File: config.mk
export PLATFORM = sky130hd
export DESIGN_NAME = led_twinkle_fade_sequencer_core
export DESIGN_NICKNAME = d
export VERILOG_FILES = /design/src/rtl/ltfs_pkg.sv /design/src/rtl/led_twinkle_fade_sequencer_core.sv
export SDC_FILE = /design/constraint.sdc
export NUM_CORES = 2
export LEC_CHECK = 0
export ABC_CLOCK_PERIOD_IN_PS = 33300
export BUFFER_PORTS_ARGS = -buffer_cell sky130_fd_sc_hd__buf_4
export CAP_MARGIN = 40
export CORE_AREA = 2 2 411 413
export CTS_CLUSTER_DIAMETER = 120
export DETAILED_ROUTE_END_ITERATION = 6
export DIE_AREA = 0 0 413 415
export HOLD_SLACK_MARGIN = 0.08
export PLACE_DENSITY = 0.59
export RECOVER_POWER = 100
export SETUP_SLACK_MARGIN = 0.2
export SKIP_CTS_REPAIR_TIMING = 1
export SKIP_LAST_GASP = 1
export SYNTH_ARGS = -nofsm -noshare
export SYNTH_HDL_FRONTEND = slang
export SYNTH_SLANG_ARGS = --single-unit
File: constraint.sdc
create_clock -name clk -period 33.3 [get_ports clk]
set_clock_uncertainty 0.2 [all_clocks]
set_input_delay 6.66 -clock clk [delete_from_list [all_inputs] [get_ports clk]]
set_output_delay 6.66 -clock clk [all_outputs]
set_load 0.01 [all_outputs]
File: src/rtl/ltfs_pkg.sv
// ----------------------------------------------------------------------------
// ltfs_pkg
// Types, register codes and reset constants of the LED twinkle fade sequencer.
// ----------------------------------------------------------------------------
`default_nettype none

package ltfs_pkg;

	localparam int PAL_REGS = 5;

	localparam logic [2:0]  PALETTE_SIZE_RST = 3'd2;
	localparam logic [31:0] PALETTE_0_RST    = 32'hF0FF0000;
	localparam logic [31:0] PALETTE_1_RST    = 32'hDC008000;
	localparam logic [31:0] PALETTE_N_RST    = 32'h00000000;
	localparam logic [7:0]  WAIT_SCALE_RST   = 8'd60;

	typedef enum logic [2:0] {
		CFG_PALETTE_SIZE = 3'd0,
		CFG_ENTRY_0      = 3'd1,
		CFG_ENTRY_1      = 3'd2,
		CFG_ENTRY_2      = 3'd3,
		CFG_ENTRY_3      = 3'd4,
		CFG_ENTRY_4      = 3'd5,
		CFG_WAIT_SCALE   = 3'd6
	} cfg_idx_t;

	typedef enum logic [2:0] {
		PH_INIT    = 3'd0,
		PH_IDLE    = 3'd1,
		PH_FADEIN  = 3'd2,
		PH_HOLD    = 3'd3,
		PH_FADEOUT = 3'd4
	} phase_t;

	typedef struct packed {
		logic [2:0]  led_index;
		logic [31:0] now_ms;
		logic [5:0]  rand_wait;
		logic [2:0]  rand_pick;
		logic [9:0]  rand_hold;
	} ltfs_in_t;

	typedef struct packed {
		logic [2:0] out_index;
		logic [7:0] red;
		logic [7:0] green;
		logic [7:0] blue;
	} ltfs_out_t;

	typedef struct packed {
		phase_t      led_phase;
		logic [13:0] wait_left;
		logic [7:0]  fade_level;
		logic [7:0]  peak_level;
		logic [23:0] chosen_colour;
		logic [31:0] hold_start;
		logic [9:0]  hold_length;
		logic        hold_armed;
		logic [23:0] shown_colour;
	} led_state_t;

	function automatic logic [23:0] scale_rgb(input logic [23:0] rgb, input logic [7:0] s);
		logic [23:0] res;
		logic [16:0] prod;
		res = '0;
		for (int ch = 0; ch < 3; ch++) begin
			prod = 17'(rgb[ch*8 +: 8]) * (17'(s) + 17'd1);
			res[ch*8 +: 8] = prod[15:8];
		end
		return res;
	endfunction

endpackage

`default_nettype wire

File: src/rtl/led_twinkle_fade_sequencer_core.sv
// ----------------------------------------------------------------------------
// led_twinkle_fade_sequencer_core
// Per-LED twinkle sequencer: init, idle wait, fade-in, hold, fade-out.
// Accepted requests pass through the input stage and then the result register.
// Throughput: one request per cycle unless the result register stalls; LED state is
// read on accept and written back from the input stage, forwarded to a same-LED read.
// Reset: configuration returns to defaults, pipeline empties, per-LED valid bits clear
// so every LED reads as black in its init phase.
// ----------------------------------------------------------------------------
`default_nettype none

module led_twinkle_fade_sequencer_core #(
	parameter int LED_COUNT     = 8,
	parameter int PALETTE_DEPTH = 5
) (
	input  wire                     clk,
	input  wire                     arst_n,
	input  wire                     in_valid,
	output logic                    in_ready,
	input  ltfs_pkg::ltfs_in_t      in_req,
	output logic                    res_valid,
	input  wire                     res_ready,
	output ltfs_pkg::ltfs_out_t     res,
	input  wire                     cfg_valid,
	output logic                    cfg_ready,
	input  wire  [2:0]              cfg_index,
	input  wire  [31:0]             cfg_data
);

	localparam int AW      = (LED_COUNT > 1) ? $clog2(LED_COUNT) : 1;
	localparam int PAL_LIM = (PALETTE_DEPTH < ltfs_pkg::PAL_REGS) ?
		PALETTE_DEPTH : ltfs_pkg::PAL_REGS;

	logic [2:0]  palette_size_q;
	logic [31:0] palette_q [ltfs_pkg::PAL_REGS];
	logic [7:0]  wait_scale_q;

	ltfs_pkg::led_state_t state_mem [LED_COUNT];
	logic [LED_COUNT-1:0] state_vld_q;

	ltfs_pkg::ltfs_in_t   in_s1;
	logic                 valid_s1_q;
	ltfs_pkg::led_state_t rd_state_s1;
	logic                 rd_vld_s1;

	ltfs_pkg::ltfs_out_t res_q;
	logic                res_valid_q;

	logic                 adv_s1;
	logic                 in_fire;
	logic                 in_range_s1;
	logic                 wr_en;
	logic [AW-1:0]        wr_addr;
	logic [AW-1:0]        rd_addr;
	ltfs_pkg::led_state_t cur;
	ltfs_pkg::led_state_t nxt;
	logic [2:0]           sz_eff;
	logic [2:0]           pick;
	logic [31:0]          entry;
	logic [7:0]           fade_inc;
	logic [9:0]           hold_len;
	logic [31:0]          elapsed;
	logic [13:0]          wait_prod;

	assign adv_s1    = valid_s1_q && (!res_valid_q || res_ready);
	assign in_ready  = !valid_s1_q || adv_s1;
	assign in_fire   = in_valid && in_ready;
	assign cfg_ready = 1'b1;
	assign res_valid = res_valid_q;
	assign res       = res_q;

	assign in_range_s1 = 32'(in_s1.led_index) < LED_COUNT;
	assign wr_en       = adv_s1 && in_range_s1;
	assign wr_addr     = AW'(in_s1.led_index);
	assign rd_addr     = AW'(in_req.led_index);

	always_comb begin
		cur = rd_vld_s1 ? rd_state_s1 : '0;
		nxt = cur;
		sz_eff = (palette_size_q == 3'd0) ? 3'd1 : palette_size_q;
		if (32'(sz_eff) > PAL_LIM) begin
			sz_eff = 3'(PAL_LIM);
		end
		pick = (in_s1.rand_pick > (sz_eff - 3'd1)) ? (sz_eff - 3'd1) : in_s1.rand_pick;
		entry = palette_q[pick];
		fade_inc = cur.fade_level + 8'd1;
		hold_len = cur.hold_armed ? cur.hold_length : in_s1.rand_hold;
		elapsed = in_s1.now_ms - cur.hold_start;
		wait_prod = 14'(in_s1.rand_wait) * 14'(wait_scale_q);
		case (cur.led_phase)
			ltfs_pkg::PH_IDLE: begin
				if (cur.wait_left != 14'd0) begin
					nxt.wait_left = cur.wait_left - 14'd1;
				end else begin
					nxt.chosen_colour = entry[23:0];
					nxt.peak_level    = entry[31:24];
					nxt.fade_level    = 8'd0;
					nxt.led_phase     = ltfs_pkg::PH_FADEIN;
				end
			end
			ltfs_pkg::PH_FADEIN: begin
				nxt.shown_colour = ltfs_pkg::scale_rgb(cur.chosen_colour, cur.fade_level);
				nxt.fade_level   = fade_inc;
				if (fade_inc >= cur.peak_level) begin
					nxt.led_phase  = ltfs_pkg::PH_HOLD;
					nxt.hold_start = in_s1.now_ms;
					nxt.hold_armed = 1'b0;
				end
			end
			ltfs_pkg::PH_HOLD: begin
				nxt.hold_length = hold_len;
				nxt.hold_armed  = 1'b1;
				if (elapsed >= 32'(hold_len)) begin
					nxt.fade_level = cur.peak_level;
					nxt.led_phase  = ltfs_pkg::PH_FADEOUT;
					nxt.hold_armed = 1'b0;
				end
			end
			ltfs_pkg::PH_FADEOUT: begin
				nxt.shown_colour = ltfs_pkg::scale_rgb(cur.chosen_colour, cur.fade_level);
				if (cur.fade_level != 8'd0) begin
					nxt.fade_level = cur.fade_level - 8'd1;
				end else begin
					nxt.led_phase = ltfs_pkg::PH_INIT;
				end
			end
			default: begin
				nxt.wait_left  = wait_prod;
				nxt.led_phase  = ltfs_pkg::PH_IDLE;
				nxt.hold_armed = 1'b0;
			end
		endcase
	end

	always_ff @(posedge clk or negedge arst_n) begin
		if (!arst_n) begin
			palette_size_q <= ltfs_pkg::PALETTE_SIZE_RST;
			palette_q[0]   <= ltfs_pkg::PALETTE_0_RST;
			palette_q[1]   <= ltfs_pkg::PALETTE_1_RST;
			palette_q[2]   <= ltfs_pkg::PALETTE_N_RST;
			palette_q[3]   <= ltfs_pkg::PALETTE_N_RST;
			palette_q[4]   <= ltfs_pkg::PALETTE_N_RST;
			wait_scale_q   <= ltfs_pkg::WAIT_SCALE_RST;
		end else if (cfg_valid) begin
			case (cfg_index)
				ltfs_pkg::CFG_PALETTE_SIZE: palette_size_q <= cfg_data[2:0];
				ltfs_pkg::CFG_ENTRY_0:      palette_q[0]   <= cfg_data;
				ltfs_pkg::CFG_ENTRY_1:      palette_q[1]   <= cfg_data;
				ltfs_pkg::CFG_ENTRY_2:      palette_q[2]   <= cfg_data;
				ltfs_pkg::CFG_ENTRY_3:      palette_q[3]   <= cfg_data;
				ltfs_pkg::CFG_ENTRY_4:      palette_q[4]   <= cfg_data;
				ltfs_pkg::CFG_WAIT_SCALE:   wait_scale_q   <= cfg_data[7:0];
				default: ;
			endcase
		end
	end

	always_ff @(posedge clk) begin
		if (wr_en) begin
			state_mem[wr_addr] <= nxt;
		end
		if (in_fire) begin
			in_s1       <= in_req;
			rd_state_s1 <= (wr_en && wr_addr == rd_addr) ? nxt : state_mem[rd_addr];
		end
		if (adv_s1) begin
			res_q.out_index <= in_s1.led_index;
			res_q.red       <= in_range_s1 ? nxt.shown_colour[23:16] : 8'd0;
			res_q.green     <= in_range_s1 ? nxt.shown_colour[15:8]  : 8'd0;
			res_q.blue      <= in_range_s1 ? nxt.shown_colour[7:0]   : 8'd0;
		end
	end

	always_ff @(posedge clk or negedge arst_n) begin
		if (!arst_n) begin
			state_vld_q <= '0;
			rd_vld_s1   <= 1'b0;
			valid_s1_q  <= 1'b0;
			res_valid_q <= 1'b0;
		end else begin
			if (wr_en) begin
				state_vld_q[wr_addr] <= 1'b1;
			end
			if (in_fire) begin
				rd_vld_s1 <= (wr_en && wr_addr == rd_addr) || state_vld_q[rd_addr];
			end
			if (in_ready) begin
				valid_s1_q <= in_valid;
			end
			if (adv_s1) begin
				res_valid_q <= 1'b1;
			end else if (res_ready) begin
				res_valid_q <= 1'b0;
			end
		end
	end

endmodule

`default_nettype wire

==> summary.txt <==
Run status: complete, but fails checks
Failing checks: max-capacitance violations, max-slew violations
Iter 0 DRT Violations: 3043
Worst-path maximum fanout: 161
Main area contributors after synthesis: edfxtp_1 (55%), mux4_2 (9.8%), dfrtp_1 (6.1%)
Worst skew pair latency: 800 ps
Core Region: 166700 µm²
Post-Syn Instances: 4178
Die ar.: 171400 µm²
DR vias: 36527
RSZ-0062 raised after global routing: no
Initial Util: 38.92%
Die Span X: 413 µm
GPL Wtd Cong: 0.8210
Clock Tree Root: clkbuf_16
Max Slew Vio Count: 2298
Final WL: 156000 µm
# rows: 150
RR Endpoint: rd_state_s1[123]
Hold Crit Class: reg2reg
IO Port Bufs: 122
Leak: 26.53 nW
Seq/Total Area, Yosys: 62.49%
Sequential power share: 44.6%
Max Fclk: 0.04782 GHz
Crit Path Category: in2reg
DRC Markers: 0
Area Growth Syn to Fin: 12.43%
Hold_ws: 260.8 ps
Hold depth: 1
R2R depth: 18
GRT Total Usage: 18.22%
Share of cells above drive strength 1: 18.60%
Number of I/O pins: 124
DRT Pass-1 Iters: 5
Max cap viols: 35
Post-synth EDFFs: 1197
Data arrival, critical path: 21310 ps
TritonCTS buffer count: 144
Distinct cell type count after synthesis: 81
Switch Pwr: 0.001461 W
Setup TNS: 0 ps
Cell-internal power: 0.003462 W
Initial antenna violation count: 4
Htree depth: 4
HPWL after DPL: 90710 µm
Normalized max-slew margin: -598.6%
Post-Route Utilization: 43.75%
Fillers: 14863
Routed Antenna Nets: 0
Switching Fraction: 29.68%
Pwr Density: 67.52 nW/µm²
GRT Residual Overflow: 0
Kind of end point of the critical path: register
Pre-CTS setup slack: 19280 ps
Worst EP required: 33700 ps
Main synth FF type: edfxtp_1
Post-Syn Area: 64860 µm²
Synth async-reset ratio: 13.20%
Synth top area share: 55.42%
Tightest Pin Transition: 10480 ps
Yosys Warn Count: 0
Minimum clock period: 20910 ps
Fin. Hold Viols: 0
Yosys top cell by area: edfxtp_1
Comb pwr share: 22.8%
Fin nets: 4756
Startpoint types: input port
First-pass GRT wire length: 236500 µm
Hold_sp: state_vld_q[3]
CTS clk-pin slew, worst paths: 60 ps
R2R setup slack: 18450 ps
Synth Register Bits: 1379
Clock sink count: 1379
Clock Power Share: 32.6%
Largest net degree at the start of global routing: 162
Antenna cell count: 0
Synthesized net count: 4595
Hold EP: state_vld_q[3]
Tcrit/Tclk final: 62.80%
Die height: 415 µm
Routed vias/inst: 5.484
Maximum vdd ir drop: 0.05591 mV
Setup ws final: 12390 ps
Avg WL per Cell: 23.42 µm
CTS tree: yes
Max Root-Sink Buffers: 3
Worst r2r src: rd_vld_s1
Final Setup Violations: 0
Number of global-route vias before repair: 37442
Syn Area/Cell: 15.52 µm²
registers in the layout, indices dropped and copies added (netlist names), 3 cells and up:
name and flops:
state_vld_q 8, wr_addr 3, palette_q 160, in_s1 51, rd_state_s1 124, res 27
wait_scale_q 8, palette_size_q 3, state_mem 992
critical path, stage by stage:
cell	delay, ps
clkbuf_1	4120
xor2_1	300
nor4_2	380
clkbuf_1	5760
clkbuf_1	1640
clkbuf_1	1700
a211oi_1	170
a31oi_1	450
area by class of cell:
cell class,instances,area (µm²),area share [%]
flip-flops and latches,1379,40530,55.58
multi-input cells,2366,22670,31.09
clock buffers,185,3807,5.221
well taps,2204,2758,3.782
repair buffers,227,1398,1.917
clock inverters,79,932.1,1.278
inverters,221,829.5,1.138
kinds of logic (layout without fill, tap and decap cells):
| group | Yosys count | in the layout | share of synthesized area [%] |
|---|---|---|---|
| other cells | 1 | 1 | 0.005782 |
| fa+ha+maj | 323 | 323 | 7.921 |
| buf+inv | 433 | 712 | 2.556 |
| compound gates | 532 | 532 | 5.267 |
| mux | 586 | 586 | 14.82 |
| xor+xnor | 69 | 69 | 0.9318 |
| flops | 1379 | 1379 | 62.49 |
| simple gates | 855 | 855 | 6.009 |
layout by cell type (no fill, tap or decap), types with 159 or more instances in the layout:
cell type,count
nor2_1,244
nand2_1,299
mux4_2,282
ha_1,177
o21ai_0,179
inv_1,221
dfrtp_1,159
edfxtp_1,1197
mux2_2,171
worst max path at each step:
stage	start	end	slack, ps	cells after the start
global placement	res_ready	in_ready	19290	3
floorplan	res_ready	state_vld_q[0]	13310	4
detailed placement	res_ready	in_ready	19280	3
CTS	res_ready	in_ready	19280	3
finish	in_req[51]	rd_state_s1[99]	12390	8
global route	in_req[51]	rd_state_s1[71]	10660	7
power by group through the flow:
stage / sequential (W) / combinational (W) / clock [W]
global placement: 0.00222 / 0.00110 / 0
detailed placement: 0.00222 / 0.00113 / 0
CTS: 0.00219 / 0.00114 / 0.00164
finish: 0.00220 / 0.00112 / 0.00160
global route: 0.00221 / 0.00125 / 0.00171
floorplan: 0.00220 / 0.000772 / 0
through the flow:
stage	instances	area, µm²	total power, W
after floorplan	4178	64860	0.002973
after global placement	6353	68420	0.003320
after detailed placement	6384	68820	0.003352
after CTS	6648	73560	0.004966
after global routing	6661	72920	0.005170
final	6661	72920	0.004923
routing by layer:
| layer | vias to the layer above | wire (µm) | track usage, % |
|---|---|---|---|
| li1 | 16197 | - | - |
| met1 | 19131 | 68920 | 25.65 |
| met2 | 1035 | 74900 | 29.58 |
| met3 | 162 | 9879 | 3.172 |
| met4 | 2 | 2270 | 3.957 |
| met5 | - | 11 | 0 |
synthesized netlist by cell type, drive strengths merged (24+ instances only):
cell       n
inv      221
mux2     176
a21oi    103
nor2     246
nor3      26
dfrtp    159
mux4     282
ha       177
clkbuf   166
fa       146
buf       46
nand2    299
xnor2     49
o21ai    184
a221oi    36
and2      31
nand3    104
a21o      64
and3      31
edfxtp  1197
a211oi    24
mux2i    128
(Power assumes the default switching activity.)
